==> config.mk <==
export PLATFORM = sky130hd
export DESIGN_NAME = actuator_voltage_and_port_mapper
export DESIGN_NICKNAME = d
export VERILOG_FILES = /design/src/rtl/avpm_pkg.sv /design/src/rtl/avpm_front.sv /design/src/rtl/avpm_sqrt_stage.sv /design/src/rtl/actuator_voltage_and_port_mapper.sv
export VERILOG_INCLUDE_DIRS = /design/src /design/src/rtl
export SDC_FILE = /design/constraint.sdc
export NUM_CORES = 1
export LEC_CHECK = 0
export BUFFER_PORTS_ARGS = -buffer_cell sky130_fd_sc_hd__buf_4
export CORE_MARGIN = 5
export CORE_UTILIZATION = 52
export CTS_CLUSTER_SIZE = 30
export DETAILED_ROUTE_END_ITERATION = 8
export GPL_TIMING_DRIVEN = 0
export PLACE_DENSITY_LB_ADDON = 0.15
export SETUP_SLACK_MARGIN = 0.4
export SLEW_MARGIN = 10
export SYNTH_ARGS = -nofsm -noshare
export SYNTH_HDL_FRONTEND = slang
export SYNTH_SLANG_ARGS = --single-unit
export TNS_END_PERCENT = 50
==> constraint.sdc <==
create_clock -name aclk -period 17.09 [get_ports aclk]
set_clock_uncertainty 0.2 [all_clocks]
set_input_delay 2.5635 -clock aclk [delete_from_list [all_inputs] [get_ports aclk]]
set_output_delay 2.5635 -clock aclk [all_outputs]
set_load 0.05 [all_outputs]
==> src/rtl/assert_macros.svh <==
// ----------------------------------------------------------------------------
// Assertion macros
// Shared concurrent assertion wrappers for the actuator mapper RTL.
// ----------------------------------------------------------------------------
`ifndef ASSERT_MACROS_SVH
`define ASSERT_MACROS_SVH

`ifndef ASSERT_OFF

// Check a property on every clock edge outside of reset
`define AVPM_ASSERT(label, clk, rst_n, prop) \
    label: assert property (@(posedge clk) disable iff (!rst_n) prop) \
        else $error("assertion failed");

// Check a property on every clock edge, reset cycles included
`define AVPM_ASSERT_ALWAYS(label, clk, prop) \
    label: assert property (@(posedge clk) prop) \
        else $error("assertion failed");

`else

`define AVPM_ASSERT(label, clk, rst_n, prop)
`define AVPM_ASSERT_ALWAYS(label, clk, prop)

`endif

`endif

==> src/rtl/avpm_pkg.sv <==
// ----------------------------------------------------------------------------
// avpm_pkg
// Types, constants and the channel-to-port table of the actuator mapper.
// ----------------------------------------------------------------------------
package avpm_pkg;

    // Channel map
    localparam int unsigned CHANNELS        = 38;
    localparam int unsigned CHAN_W          = 6;
    localparam int unsigned FIRST_BOARD_TWO = 20;
    localparam int unsigned MULT_W          = 5;

    // Field widths
    localparam int unsigned ADDR_W   = 16;
    localparam int unsigned STRIDE_W = 8;
    localparam int unsigned CTRL_W   = 16;
    localparam int unsigned RAW_W    = 10;
    localparam int unsigned BYTE_W   = 8;
    localparam int unsigned OFFS_W   = MULT_W + STRIDE_W;

    // Control value mapping: code = round(sqrt(65025 * (x + 1.0) / 2))
    localparam int unsigned            PROD_W    = 32;
    localparam logic [CTRL_W-1:0]      MAP_SCALE = 16'd65025;
    localparam logic signed [CTRL_W:0] Q_ONE     = 17'sd16384;
    localparam int unsigned            RAD_SHIFT = 13;

    // Integer square root of the scaled product
    localparam int unsigned RAD_W      = 20;
    localparam int unsigned ROOT_W     = RAD_W / 2;
    localparam int unsigned REM_W      = ROOT_W + 1;
    localparam int unsigned SQRT_STEPS = 2;

    // Configuration register indexes
    localparam int unsigned CFG_IDX_W = 2;
    localparam logic [CFG_IDX_W-1:0] CFG_BOARD_ONE_BASE = 2'd0;
    localparam logic [CFG_IDX_W-1:0] CFG_BOARD_TWO_BASE = 2'd1;
    localparam logic [CFG_IDX_W-1:0] CFG_PORT_STRIDE    = 2'd2;
    localparam int unsigned CFG_DATA_W = 16;

    // Register reset values
    localparam logic [ADDR_W-1:0]   BOARD_ONE_RESET = 16'd49152;
    localparam logic [ADDR_W-1:0]   BOARD_TWO_RESET = 16'd50176;
    localparam logic [STRIDE_W-1:0] STRIDE_RESET    = 8'd4;

    // Stream widths
    localparam int unsigned S_TDATA_W = CHAN_W + CTRL_W + RAW_W;
    localparam int unsigned M_TDATA_W = ADDR_W + BYTE_W;

    // Fields that ride alongside the root computation
    typedef struct packed {
        logic                raw_mode;
        logic                chan_err;
        logic [BYTE_W-1:0]   raw_byte;
        logic [ADDR_W-1:0]   base;
        logic [OFFS_W-1:0]   offset;
    } side_t;

    // Partial square root state
    typedef struct packed {
        logic [REM_W-1:0]  rem;
        logic [ROOT_W-1:0] root;
        logic [RAD_W-1:0]  rad;
    } sqrt_t;

    typedef struct packed {
        side_t side;
        sqrt_t sq;
    } stage_t;

    // Port multiplier of each channel; substrate and unused slots give zero
    function automatic logic [MULT_W-1:0] port_mult(input logic [CHAN_W-1:0] ch);
        logic [MULT_W-1:0] m;
        unique case (ch)
            6'd1:    m = 5'd13;
            6'd2:    m = 5'd21;
            6'd3:    m = 5'd10;
            6'd4:    m = 5'd14;
            6'd5:    m = 5'd2;
            6'd6:    m = 5'd1;
            6'd7:    m = 5'd9;
            6'd8:    m = 5'd20;
            6'd9:    m = 5'd22;
            6'd10:   m = 5'd11;
            6'd11:   m = 5'd12;
            6'd12:   m = 5'd7;
            6'd13:   m = 5'd4;
            6'd14:   m = 5'd5;
            6'd15:   m = 5'd3;
            6'd16:   m = 5'd0;
            6'd17:   m = 5'd15;
            6'd18:   m = 5'd8;
            6'd19:   m = 5'd23;
            6'd20:   m = 5'd9;
            6'd21:   m = 5'd23;
            6'd22:   m = 5'd22;
            6'd23:   m = 5'd21;
            6'd24:   m = 5'd8;
            6'd25:   m = 5'd4;
            6'd26:   m = 5'd2;
            6'd27:   m = 5'd7;
            6'd28:   m = 5'd5;
            6'd29:   m = 5'd3;
            6'd30:   m = 5'd1;
            6'd31:   m = 5'd0;
            6'd32:   m = 5'd15;
            6'd33:   m = 5'd14;
            6'd34:   m = 5'd13;
            6'd35:   m = 5'd12;
            6'd36:   m = 5'd11;
            6'd37:   m = 5'd10;
            default: m = 5'd0;
        endcase
        return m;
    endfunction

endpackage

==> src/rtl/avpm_front.sv <==
// ----------------------------------------------------------------------------
// avpm_front
// First pipeline stage: channel decode, scaling multiply and port offset.
// ----------------------------------------------------------------------------
module avpm_front (
    input  logic                                aclk,
    input  logic                                aresetn,
    // Incoming command
    input  logic                                in_valid,
    output logic                                in_ready,
    input  logic                                operation,
    input  logic [avpm_pkg::CHAN_W-1:0]         channel,
    input  logic signed [avpm_pkg::CTRL_W-1:0]  control_value,
    input  logic [avpm_pkg::RAW_W-1:0]          raw_voltage,
    // Board settings
    input  logic [avpm_pkg::ADDR_W-1:0]         board_one_base,
    input  logic [avpm_pkg::ADDR_W-1:0]         board_two_base,
    input  logic [avpm_pkg::STRIDE_W-1:0]       port_stride,
    // Toward the root stages
    output logic                                out_valid,
    input  logic                                out_ready,
    output avpm_pkg::stage_t                    out_data
);

    logic                              valid_reg;
    avpm_pkg::stage_t                  data_reg;
    avpm_pkg::stage_t                  data_next;
    logic                              chan_ok;
    logic                              clamp;
    logic signed [avpm_pkg::CTRL_W:0]  shifted;
    logic [avpm_pkg::PROD_W-1:0]       product;

    assign in_ready  = !valid_reg || out_ready;
    assign out_valid = valid_reg;
    assign out_data  = data_reg;

    // Decode the command and scale the control value
    always_comb begin
        chan_ok = (channel != '0) && ({26'd0, channel} < avpm_pkg::CHANNELS);
        shifted = {control_value[avpm_pkg::CTRL_W-1], control_value} + avpm_pkg::Q_ONE;
        clamp   = shifted[avpm_pkg::CTRL_W];
        product = {16'd0, shifted[avpm_pkg::CTRL_W-1:0]} * {16'd0, avpm_pkg::MAP_SCALE};

        data_next.side.raw_mode = operation;
        data_next.side.chan_err = !chan_ok;
        data_next.side.raw_byte = raw_voltage[avpm_pkg::BYTE_W-1:0];
        data_next.side.base     = ({26'd0, channel} < avpm_pkg::FIRST_BOARD_TWO) ?
                                  board_one_base : board_two_base;
        data_next.side.offset   = {8'd0, avpm_pkg::port_mult(channel)} *
                                  {5'd0, port_stride};

        data_next.sq.rem  = '0;
        data_next.sq.root = '0;
        data_next.sq.rad  = clamp ? '0 :
                            {1'b0, product[avpm_pkg::PROD_W-1:avpm_pkg::RAD_SHIFT]};
    end

    // Hold the transaction until the next stage takes it
    always_ff @(posedge aclk) begin
        if (!aresetn) begin
            valid_reg <= 1'b0;
        end else if (in_ready) begin
            valid_reg <= in_valid;
        end
    end

    always_ff @(posedge aclk) begin
        if (in_ready && in_valid) begin
            data_reg <= data_next;
        end
    end

endmodule

==> src/rtl/avpm_sqrt_stage.sv <==
// ----------------------------------------------------------------------------
// avpm_sqrt_stage
// One registered slice of the restoring square root, STEPS root bits per slice.
// ----------------------------------------------------------------------------
module avpm_sqrt_stage #(
    parameter int unsigned STEPS = avpm_pkg::SQRT_STEPS
) (
    input  logic              aclk,
    input  logic              aresetn,
    input  logic              in_valid,
    output logic              in_ready,
    input  avpm_pkg::stage_t  in_data,
    output logic              out_valid,
    input  logic              out_ready,
    output avpm_pkg::stage_t  out_data
);

    localparam int unsigned TRY_W = avpm_pkg::REM_W + 2;

    logic                           valid_reg;
    avpm_pkg::stage_t               data_reg;
    avpm_pkg::stage_t               data_next;
    logic [avpm_pkg::REM_W-1:0]     rem;
    logic [avpm_pkg::ROOT_W-1:0]    root;
    logic [avpm_pkg::RAD_W-1:0]     rad;
    logic [TRY_W-1:0]               part;
    logic [TRY_W-1:0]               trial;

    assign in_ready  = !valid_reg || out_ready;
    assign out_valid = valid_reg;
    assign out_data  = data_reg;

    // Resolve STEPS root bits, two radicand bits each
    always_comb begin
        rem   = in_data.sq.rem;
        root  = in_data.sq.root;
        rad   = in_data.sq.rad;
        part  = '0;
        trial = '0;
        for (int i = 0; i < STEPS; i++) begin
            part  = {rem, rad[avpm_pkg::RAD_W-1 -: 2]};
            trial = {1'b0, root, 2'b01};
            if (part >= trial) begin
                part = part - trial;
                root = {root[avpm_pkg::ROOT_W-2:0], 1'b1};
            end else begin
                root = {root[avpm_pkg::ROOT_W-2:0], 1'b0};
            end
            rem = part[avpm_pkg::REM_W-1:0];
            rad = {rad[avpm_pkg::RAD_W-3:0], 2'b00};
        end
        data_next.side    = in_data.side;
        data_next.sq.rem  = rem;
        data_next.sq.root = root;
        data_next.sq.rad  = rad;
    end

    // Advance when the next stage has room
    always_ff @(posedge aclk) begin
        if (!aresetn) begin
            valid_reg <= 1'b0;
        end else if (in_ready) begin
            valid_reg <= in_valid;
        end
    end

    always_ff @(posedge aclk) begin
        if (in_ready && in_valid) begin
            data_reg <= data_next;
        end
    end

endmodule

==> src/rtl/actuator_voltage_and_port_mapper.sv <==
// ----------------------------------------------------------------------------
// actuator_voltage_and_port_mapper
// Maps actuator commands to a driver port address and the byte to write.
// ----------------------------------------------------------------------------
// Usage:
//   s_ carries one command per transaction: channel, control value (Q2.14),
//   raw voltage in tdata and the operation (0 mapped, 1 raw) in tuser.
//   m_ returns one result per command, in order: port address and data byte
//   in tdata, channel error flag in tuser (address and data are zero then).
//   cfg_ writes the board one base, board two base and port stride by
//   index; write it only while no command is in flight. cfg_ready is high.
// Stages: a decode and multiply stage, the square root slices, an output stage.
// Throughput: one command per cycle while the result side accepts; each root slice holds one command.
// Reset: aresetn low empties every stage and restores the register defaults.
// Stall: while m_tready is low the result holds and the stages behind it
//   keep filling; s_tready drops only when every stage holds a command.
// ----------------------------------------------------------------------------
`include "assert_macros.svh"

module actuator_voltage_and_port_mapper #(
    // Root bits resolved per slice: 1, 2, 5 or 10
    parameter int unsigned SQRT_BITS_PER_STAGE = avpm_pkg::SQRT_STEPS
) (
    input  logic                                  aclk,
    input  logic                                  aresetn,
    // Command stream
    input  logic                                  s_tvalid,
    output logic                                  s_tready,
    // [5:0] channel, [21:6] control_value, [31:22] raw_voltage
    input  logic [avpm_pkg::S_TDATA_W-1:0]        s_tdata,
    // [0] operation
    input  logic                                  s_tuser,
    // Result stream
    output logic                                  m_tvalid,
    input  logic                                  m_tready,
    // [15:0] port_address, [23:16] data_byte
    output logic [avpm_pkg::M_TDATA_W-1:0]        m_tdata,
    // [0] channel_error
    output logic                                  m_tuser,
    // Register writes
    input  logic                                  cfg_valid,
    output logic                                  cfg_ready,
    input  logic [avpm_pkg::CFG_IDX_W-1:0]        cfg_index,
    input  logic [avpm_pkg::CFG_DATA_W-1:0]       cfg_data
);

    localparam int unsigned SQRT_STAGES = avpm_pkg::ROOT_W / SQRT_BITS_PER_STAGE;

    logic [avpm_pkg::ADDR_W-1:0]    board_one_base_reg;
    logic [avpm_pkg::ADDR_W-1:0]    board_two_base_reg;
    logic [avpm_pkg::STRIDE_W-1:0]  port_stride_reg;

    logic                           pipe_valid [0:SQRT_STAGES];
    logic                           pipe_ready [0:SQRT_STAGES];
    avpm_pkg::stage_t               pipe_data  [0:SQRT_STAGES];

    logic                           out_valid_reg;
    logic                           out_ready;
    logic [avpm_pkg::M_TDATA_W-1:0] out_data_reg;
    logic [avpm_pkg::M_TDATA_W-1:0] out_data_next;
    logic                           out_err_reg;
    logic [avpm_pkg::ROOT_W:0]      rounded;
    logic [avpm_pkg::BYTE_W-1:0]    code;
    logic [avpm_pkg::ADDR_W-1:0]    address;
    avpm_pkg::stage_t               last;

    // Register writes; unknown indexes are dropped
    assign cfg_ready = 1'b1;

    always_ff @(posedge aclk) begin
        if (!aresetn) begin
            board_one_base_reg <= avpm_pkg::BOARD_ONE_RESET;
            board_two_base_reg <= avpm_pkg::BOARD_TWO_RESET;
            port_stride_reg    <= avpm_pkg::STRIDE_RESET;
        end else if (cfg_valid) begin
            unique case (cfg_index)
                avpm_pkg::CFG_BOARD_ONE_BASE: board_one_base_reg <= cfg_data;
                avpm_pkg::CFG_BOARD_TWO_BASE: board_two_base_reg <= cfg_data;
                avpm_pkg::CFG_PORT_STRIDE:
                    port_stride_reg <= cfg_data[avpm_pkg::STRIDE_W-1:0];
                default: ;
            endcase
        end
    end

    // Decode and scale
    avpm_front u_front (
        .aclk           (aclk),
        .aresetn        (aresetn),
        .in_valid       (s_tvalid),
        .in_ready       (s_tready),
        .operation      (s_tuser),
        .channel        (s_tdata[5:0]),
        .control_value  (s_tdata[21:6]),
        .raw_voltage    (s_tdata[31:22]),
        .board_one_base (board_one_base_reg),
        .board_two_base (board_two_base_reg),
        .port_stride    (port_stride_reg),
        .out_valid      (pipe_valid[0]),
        .out_ready      (pipe_ready[0]),
        .out_data       (pipe_data[0])
    );

    // Square root slices
    for (genvar g = 0; g < SQRT_STAGES; g++) begin : g_sqrt
        avpm_sqrt_stage #(
            .STEPS (SQRT_BITS_PER_STAGE)
        ) u_stage (
            .aclk      (aclk),
            .aresetn   (aresetn),
            .in_valid  (pipe_valid[g]),
            .in_ready  (pipe_ready[g]),
            .in_data   (pipe_data[g]),
            .out_valid (pipe_valid[g+1]),
            .out_ready (pipe_ready[g+1]),
            .out_data  (pipe_data[g+1])
        );
    end

    // Round the root or take the raw byte, add the port offset, zero errored results
    assign out_ready            = !out_valid_reg || m_tready;
    assign pipe_ready[SQRT_STAGES] = out_ready;
    assign last                 = pipe_data[SQRT_STAGES];

    always_comb begin
        rounded = {1'b0, last.sq.root} + {{avpm_pkg::ROOT_W{1'b0}}, 1'b1};
        code    = last.side.raw_mode ? last.side.raw_byte :
                  rounded[avpm_pkg::BYTE_W:1];
        address = last.side.base + {3'd0, last.side.offset};
        out_data_next = last.side.chan_err ? '0 : {code, address};
    end

    always_ff @(posedge aclk) begin
        if (!aresetn) begin
            out_valid_reg <= 1'b0;
        end else if (out_ready) begin
            out_valid_reg <= pipe_valid[SQRT_STAGES];
        end
    end

    always_ff @(posedge aclk) begin
        if (out_ready && pipe_valid[SQRT_STAGES]) begin
            out_data_reg <= out_data_next;
            out_err_reg  <= last.side.chan_err;
        end
    end

    assign m_tvalid = out_valid_reg;
    assign m_tdata  = out_data_reg;
    assign m_tuser  = out_err_reg;

    // Checks
    `AVPM_ASSERT_ALWAYS(a_reset_empties_output, aclk, !aresetn |=> !m_tvalid)
    `AVPM_ASSERT(a_error_result_zero, aclk, aresetn, m_tvalid && m_tuser |-> m_tdata == '0)
    `AVPM_ASSERT(a_backpressure_only_when_full, aclk, aresetn, !s_tready |-> m_tvalid && !m_tready)

endmodule

**After elaboration in Yosys (flattened, before gate mapping)**

Memories as Yosys holds them, arrays and structs flattened.
Index checks and enable logic that the tools add are counted.

- Add/subtract/negate cells: 12
- Multiply operators: 2
- Magnitude comparators: 12
- Eq/ne operators: 2
- Multiplexer cells: 21
- Reductions and logical operators: 28

Operators with widths:

| operator | number |
|---|---|
| $mux W11 | 9 |
| $mul A16 B16 Y32 const B | 1 |
| $add A16 B16 Y17 const B | 1 |
| $add A16 B13 Y16 | 1 |
| $mux W16 | 1 |
| $ge A13 B10 Y1 | 1 |
| $ge A13 B11 Y1 | 1 |
| $ge A13 B3 Y1 | 1 |
| $ge A13 B4 Y1 | 1 |
| $ge A13 B5 Y1 | 1 |
| $ge A13 B6 Y1 | 1 |
| $ge A13 B7 Y1 | 1 |
| $ge A13 B8 Y1 | 1 |
| $ge A13 B9 Y1 | 1 |
| $mul A5 B8 Y13 | 1 |
| $sub A11 B10 Y11 | 1 |
| $sub A11 B3 Y11 | 1 |
| $sub A11 B4 Y11 | 1 |
| $sub A11 B5 Y11 | 1 |
| $sub A11 B6 Y11 | 1 |
| $sub A11 B7 Y11 | 1 |
| $sub A11 B8 Y11 | 1 |
| $sub A11 B9 Y11 | 1 |
| $mux W1 | 10 |
| other kinds (14) | 36 |

- Bits in registers: 439
- ROM bits: 320
- Bits of input ports: 56
- Output and inout bits: 28
- Word-level logic and storage cells: 135
- Memories kept: 1

Memories:

| name | words | bits a word | rd ports | clocked after memory_dff | write ports | line | text |
|---|---|---|---|---|---|---|---|
| (name not given) | 64 | 5 | 1 | 0 | 0 | avpm_pkg.sv:73 | `unique case (ch)` |

**Logic depth before layout (Yosys ltp)**

- Word-level depth: 9
- Gate-level depth with buffers: 23
- Gate-level depth less buffers: 23

**By module**

A second synthesis with hierarchy kept.

- Cell total of the unflattened synthesis: 2,427
- Area total of the unflattened synthesis: 29,265.6 µm²

By module, submodules not included:

| module | instances | cells each | area an instance (µm²) | sequential area each (µm²) |
|---|---|---|---|---|
| avpm_sqrt_stage | 5 | 273 | 3,726.1 | 2,302.2 |
| avpm_front | 1 | 705 | 7,313.3 | 1,761.7 |
| actuator_voltage_and_port_mapper | 1 | 357 | 3,321.9 | 1,571.5 |

**Worst setup path before layout**

No wires, ideal clock.

- Path kind: input port to flip-flop
- Start: input m_tready
- End: register g_sqrt[1].u_stage.data_reg (netlist bit g_sqrt[1].u_stage.out_data[10]), enable pin
- Library setup time: 0.591 ns
- Data arrival time: 7.835 ns
- Required time: 16.299 ns
- Setup slack: 8.464 ns
- Stages on the path: 4
- Buffers on the path: 0
- Cells stage by stage: nor2b_1 -> and3_1 -> and2_1 -> a21boi_0

- Word-level cells in the longest chain between the ends: 6

RTL lines:

| what | line | text |
|---|---|---|
| start: declaration | actuator_voltage_and_port_mapper.sv:35 | `input logic m_tready,` |
| $logic_or A1 B1 Y1 | actuator_voltage_and_port_mapper.sv:121 | `assign out_ready = !out_valid_reg \|\| m_tready;` |
| $logic_or A1 B1 Y1 (4 in series) | avpm_sqrt_stage.sv:29 | `assign in_ready = !valid_reg \|\| out_ready;` |
| $logic_and A1 B1 Y1 | avpm_sqrt_stage.sv:68 | `if (in_ready && in_valid) begin` |
| end signal: assignment | avpm_sqrt_stage.sv:69 | `data_reg <= data_next;` |
| end: declaration | avpm_sqrt_stage.sv:21 | `avpm_pkg::stage_t data_reg;` |

Every way passes these cells.
A chain may end at the register's enable or synchronous reset.

**Final worst setup path**

- Start: input s_tdata[9] (netlist bit)
- End: register u_front.data_reg (netlist bit u_front.out_data[18]) (data pin)

- Word-level cells in the longest chain between the ends: 2

RTL lines:

| what | line | text |
|---|---|---|
| start: declaration | actuator_voltage_and_port_mapper.sv:30 | `input logic [avpm_pkg::S_TDATA_W-1:0] s_tdata,` |
| $add A16 B16 Y17 * | avpm_front.sv:40 | `shifted = {control_value[avpm_pkg::CTRL_W-1], control_value} + avpm_pkg::Q_ONE;` |
| $mul A16 B16 Y32 | avpm_front.sv:42 | `product = {16'd0, shifted[avpm_pkg::CTRL_W-1:0]} * {16'd0, avpm_pkg::MAP_SCALE};` |
| end signal: assignment | avpm_front.sv:69 | `data_reg <= data_next;` |
| end: declaration | avpm_front.sv:26 | `avpm_pkg::stage_t data_reg;` |

Mark *: on every way between the ends. The rest lies on a longest branch, timed or not.

==> flow_summary.html <==
<table>
<tr><th>Metric</th><th>Value</th></tr>
<tr><th colspan="2">Worst setup path</th></tr>
<tr><td>Arrival time of the worst setup path</td><td>8.11 ns</td></tr>
<tr><td>Last element of the critical path</td><td>u_front.out_data[18]</td></tr>
<tr><td>Worst Setup SP</td><td>s_tdata[9]</td></tr>
<tr><td>Setup slack of the worst register-to-register path</td><td>11.77 ns</td></tr>
<tr><td>Critical path class</td><td>in2reg</td></tr>
<tr><td>Endpoint required time on the critical path</td><td>17.18 ns</td></tr>
<tr><td>Maximum fanout count along the critical path</td><td>4</td></tr>
<tr><td>Reg-to-reg startpoint</td><td>g_sqrt[2].u_stage.out_data[21]</td></tr>
<tr><td>Worst reg-to-reg path cell count</td><td>19</td></tr>
<tr><td>Worst setup SP type</td><td>input port</td></tr>
<tr><td>Reg2Reg Capture Point</td><td>g_sqrt[3].u_stage.out_data[38]</td></tr>
<tr><td>Worst Setup End Kind</td><td>register</td></tr>
<tr><th colspan="2">Power and ir drop</th></tr>
<tr><td>Portion of total power attributed to the clock network</td><td>0.287</td></tr>
<tr><td>Cell internal pwr</td><td>2295 uW</td></tr>
<tr><td>Power spent charging and discharging nets</td><td>around 1000 uW</td></tr>
<tr><td>Sequential cell fraction of total power</td><td>0.392</td></tr>
<tr><td>Post-route total power</td><td>3291 uW</td></tr>
<tr><td>Combinational Power Share</td><td>0.321</td></tr>
<tr><td>Switch share</td><td>0.3026</td></tr>
<tr><td>Power per standard cell area</td><td>127.0 nW/um^2</td></tr>
<tr><td>Leakage component of the power</td><td>0.01050 uW</td></tr>
<tr><td>Worst-case vdd ir drop</td><td>approximately 0.071 mV</td></tr>
<tr><th colspan="2">Floorplan</th></tr>
<tr><td>Top-Level Pins</td><td>84</td></tr>
<tr><td>Floorplan die height</td><td>219.3 um</td></tr>
<tr><td>Die Width</td><td>219.3 um</td></tr>
<tr><td>Starting density of the core</td><td>0.5276</td></tr>
<tr><td>Die outline area</td><td>48090 sq um</td></tr>
<tr><td>Number of placement rows</td><td>76</td></tr>
<tr><td>Standard cell core area</td><td>43170 sq um</td></tr>
<tr><th colspan="2">Timing</th></tr>
<tr><td>Fin crit period</td><td>8.019 ns</td></tr>
<tr><td>Transition at the pin with the smallest max-transition slack</td><td>about 0.93 ns</td></tr>
<tr><td>Total negative slack</td><td>0 ns</td></tr>
<tr><td>Final Hold Slack</td><td>0.1993 ns</td></tr>
<tr><td>Highest Clock Rate</td><td>0.1247 GHz</td></tr>
<tr><td>Unrepaired setup endpoints after global routing</td><td>false</td></tr>
<tr><td>Final period util</td><td>0.4692</td></tr>
<tr><td>Final hold violation count</td><td>0</td></tr>
<tr><td>Max Slew Vio Count</td><td>0</td></tr>
<tr><td>Rel. slew slack</td><td>0.3757</td></tr>
<tr><td>Count of final setup violators</td><td>0</td></tr>
<tr><th colspan="2">Clock tree</th></tr>
<tr><td>Number of instances resized during post-cts repair</td><td>0</td></tr>
<tr><td>CTS max path bufs</td><td>3</td></tr>
<tr><td>Clock latency on the worst-skew pair</td><td>0.56 ns</td></tr>
<tr><td>Clock transition at the register clock pins on the worst setup and hold paths after CTS</td><td>~0.060 ns</td></tr>
<tr><td>Clock buffer count from CTS</td><td>44</td></tr>
<tr><td>CTS tree</td><td>done</td></tr>
<tr><td>Post-CTS Setup Inserts</td><td>0</td></tr>
<tr><td>Hold-fix buffers at CTS</td><td>0</td></tr>
<tr><td>Level count of the clock H-tree</td><td>2</td></tr>
<tr><td>Root buffer cell</td><td>clkbuf_16</td></tr>
<tr><td>Num Clock Sinks</td><td>between 400 and 500</td></tr>
<tr><th colspan="2">Outcome</th></tr>
<tr><td>Run status</td><td>complete, no violations</td></tr>
<tr><th colspan="2">GRT</th></tr>
<tr><td>Number of antenna violations at the first check in global routing</td><td>0</td></tr>
<tr><td>Grt total ovfl</td><td>0</td></tr>
<tr><td>Global-route wire length before repair</td><td>about 68000 um</td></tr>
<tr><td>Number of global-route vias before repair</td><td>~13000</td></tr>
<tr><td>GR Util All Layers</td><td>0.1730</td></tr>
<tr><td>Largest net degree at the start of global routing</td><td>34</td></tr>
<tr><th colspan="2">Layout</th></tr>
<tr><td>Flip-flop count of the largest register, all copies and words added</td><td>302</td></tr>
<tr><td>Cell Count, Final, Fillers Out</td><td>2577</td></tr>
<tr><td>Fillers</td><td>3440</td></tr>
<tr><td>Total inserted antenna cells</td><td>0</td></tr>
<tr><td>Share of final-layout standard cells stronger than drive strength 1</td><td>0.1074</td></tr>
<tr><td>Top library cells by usage in the layout, fill and taps aside</td><td>385 x edfxtp_1, 208 x inv_1, 192 x ha_1, 137 x nand2_1, 116 x nor2_1</td></tr>
<tr><td>Most frequent standard cell in the layout excluding fill and tap cells</td><td>edfxtp_1</td></tr>
<tr><td>Synthesis-to-finish area growth</td><td>13.74%</td></tr>
<tr><td>Fin nets</td><td>~2300</td></tr>
<tr><td>Summed area of non-filler cells in the final layout</td><td>25910 sq um</td></tr>
<tr><th colspan="2">Worst hold path</th></tr>
<tr><td>Type of the most critical hold path</td><td>reg2reg</td></tr>
<tr><th colspan="2">Drt</th></tr>
<tr><td>Routed wire length</td><td>slightly above 40000 um</td></tr>
<tr><td>Average wire per standard cell</td><td>between 15 and 20 um</td></tr>
<tr><td>DRT iter0 DRCs</td><td>798</td></tr>
<tr><td># DRC</td><td>0</td></tr>
<tr><td>Antenna Nets Post-Route</td><td>0</td></tr>
<tr><td>Via-per-instance ratio</td><td>~5.2</td></tr>
<tr><td>Via count of the routed design</td><td>13433</td></tr>
<tr><td>Total iterations of the first detailed-routing run</td><td>5</td></tr>
<tr><th colspan="2">Flow run</th></tr>
<tr><td>Maximum capacitance violations</td><td>0</td></tr>
<tr><th colspan="2">Synthesis</th></tr>
<tr><td>Top post-synthesis cells by area</td><td>edfxtp_1 51%, ha_1 11%, fa_1 6.7%</td></tr>
<tr><td>Synthesized net count</td><td>2148</td></tr>
<tr><td>Post-synthesis cell type with the largest combined area</td><td>edfxtp_1</td></tr>
<tr><td>Area fraction of the dominant cell type after synthesis</td><td>0.5076</td></tr>
<tr><td>Gate count of the mapped netlist</td><td>between 1500 and 2000</td></tr>
<tr><td>Synth Area per Inst</td><td>12.49 sq um</td></tr>
<tr><td>Post-synthesis sequential element count</td><td>432</td></tr>
<tr><td>Number of enable-type register cells in the synthesized netlist</td><td>roughly 390</td></tr>
<tr><td>Register area share after synthesis</td><td>0.5489</td></tr>
<tr><td>Yosys Warn Count</td><td>0</td></tr>
<tr><td>Asr flop ratio synth</td><td>0</td></tr>
<tr><td>Yosys cell types</td><td>78</td></tr>
<tr><td>Post-synthesis instance area</td><td>22780 sq um</td></tr>
<tr><td>Ys flop type</td><td>edfxtp_1</td></tr>
<tr><th colspan="2">Placement</th></tr>
<tr><td>Placed cell area</td><td>24450 sq um</td></tr>
<tr><td>Count of input and output buffers</td><td>77</td></tr>
<tr><td>Number of placed cells counting well taps</td><td>about 2500</td></tr>
<tr><td>Routability-driven placement congestion ratio</td><td>0.8571</td></tr>
<tr><td>HPWL after detailed placement</td><td>30780 um</td></tr>
</table>
-- cells by family (layout without fill, tap and decap cells) --
family / count (synthesis) / after routing / synth area share
xor gates and xnor gates: 86 / 86 / 0.03307
adders and majority gates: 268 / 268 / 0.1723
other: 1 / 1 / 0.0001646
DFF: 432 / 432 / 0.5489
buffers and inverters: 243 / 411 / 0.04142
and+or+nand+nor: 453 / 453 / 0.09773
AOI/OAI and AO/OA: 300 / 300 / 0.08592
muxes: 41 / 41 / 0.02054
-- power groups by stage --
| stage | Sequential (uW) | Clock [uW] | Combinational (uW) |
|---|---|---|---|
| after floorplan | 1310 | 0 | 835 |
| after global placement | 1310 | 0 | 1030 |
| after detailed placement | 1310 | 0 | 1050 |
| after CTS | 1290 | 973 | 1070 |
| after global routing | 1300 | 1020 | 1240 |
| final | 1290 | 945 | 1060 |
-- routing by layer --
layer / routed length [um] / up-vias / track usage / share of wire
met2: 18860 / 204 / 0.2778 / 0.46
met4: 791 / 0 / 0.04564 / 0.019
met3: 1439 / 64 / 0.02497 / 0.035
met5: 0 / - / 0 / 0
li1: - / 6753 / - / -
met1: 19490 / 6412 / 0.2500 / 0.48
-- cells in the mapped netlist, types with 3 or more instances --
| library cell | count |
|---|---|
| a2111oi_0 | 5 |
| a211oi_1 | 8 |
| a21boi_0 | 33 |
| a21o_1 | 20 |
| a21oi_1 | 84 |
| a31oi_1 | 17 |
| and2_1 | 27 |
| and3_1 | 7 |
| and4_1 | 3 |
| clkbuf_1 | 28 |
| dfxtp_1 | 47 |
| edfxtp_1 | 385 |
| fa_1 | 76 |
| ha_1 | 192 |
| inv_1 | 208 |
| mux2_2 | 22 |
| mux2i_1 | 16 |
| nand2_1 | 137 |
| nand2b_1 | 10 |
| nand3_1 | 20 |
| nand3b_1 | 5 |
| nand4_1 | 4 |
| nand4b_1 | 3 |
| nor2_1 | 116 |
| nor2b_1 | 31 |
| nor3_1 | 38 |
| nor3b_1 | 10 |
| nor4_1 | 7 |
| nor4b_1 | 4 |
| nor4bb_1 | 3 |
| o2111ai_1 | 5 |
| o211ai_1 | 8 |
| o21a_1 | 28 |
| o21ai_0 | 52 |
| o21bai_1 | 7 |
| o22ai_1 | 3 |
| o31a_1 | 3 |
| o31ai_1 | 6 |
| or2_2 | 6 |
| or3_1 | 9 |
| xnor2_1 | 53 |
| xor2_1 | 33 |
-- stage by stage --
stage | worst slack, ns | utilization
final | 9.071 | 0.6001
after global routing | 8.704 | 0.6001
after detailed placement | 8.486 | 0.5663
after global placement | 5.861 | 0.5579
after floorplan | 8.464 | -
after CTS | 9.086 | 0.6001
-- worst min path at each step --
stage                     slack, ns                           start                             end  depth (start not counted)
after floorplan                0.20             u_front.out_data[6]  g_sqrt[0].u_stage.out_data[10]                          0
after global placement         0.20            u_front.out_data[13]  g_sqrt[0].u_stage.out_data[17]                          0
after detailed placement       0.20             u_front.out_data[9]  g_sqrt[0].u_stage.out_data[13]                          0
after CTS                      0.20  g_sqrt[1].u_stage.out_data[13]  g_sqrt[2].u_stage.out_data[17]                          0
after global routing           0.21  g_sqrt[1].u_stage.out_data[52]  g_sqrt[2].u_stage.out_data[52]                          0
final                          0.20  g_sqrt[1].u_stage.out_data[13]  g_sqrt[2].u_stage.out_data[17]                          0
-- worst max-delay path, cell delays in order --
cell	delay (ns)
buf_4	0.10
inv_1	0.08
fa_1	0.53
inv_1	0.09
fa_1	0.51
fa_1	0.54
inv_1	0.05
fa_1	0.49
fa_1	0.52
inv_1	0.05
ha_1	0.29
ha_1	0.23
a211o_1	0.28
a2111oi_0	0.68
or3_1	0.27
o211ai_1	0.16
a41o_1	0.32
a311o_1	0.33
-- final cells by class --
| type | count | area (sq um) | share of cell area |
|---|---|---|---|
| Tap cell | 585 | 732.0 | 0.02825 |
| Buffer | 33 | 142.6 | 0.005506 |
| Multi-Input combinational cell | 1149 | 9390 | 0.3625 |
| Sequential cell | 432 | 12500 | 0.4826 |
| Clock inverter | 23 | 265.3 | 0.01024 |
| Inverter | 210 | 800.8 | 0.03091 |
| Clock buffer | 55 | 1195 | 0.04612 |
| Timing Repair Buffer | 90 | 878.3 | 0.03390 |
No activity file was read; power rests on OpenSTA's default activity.
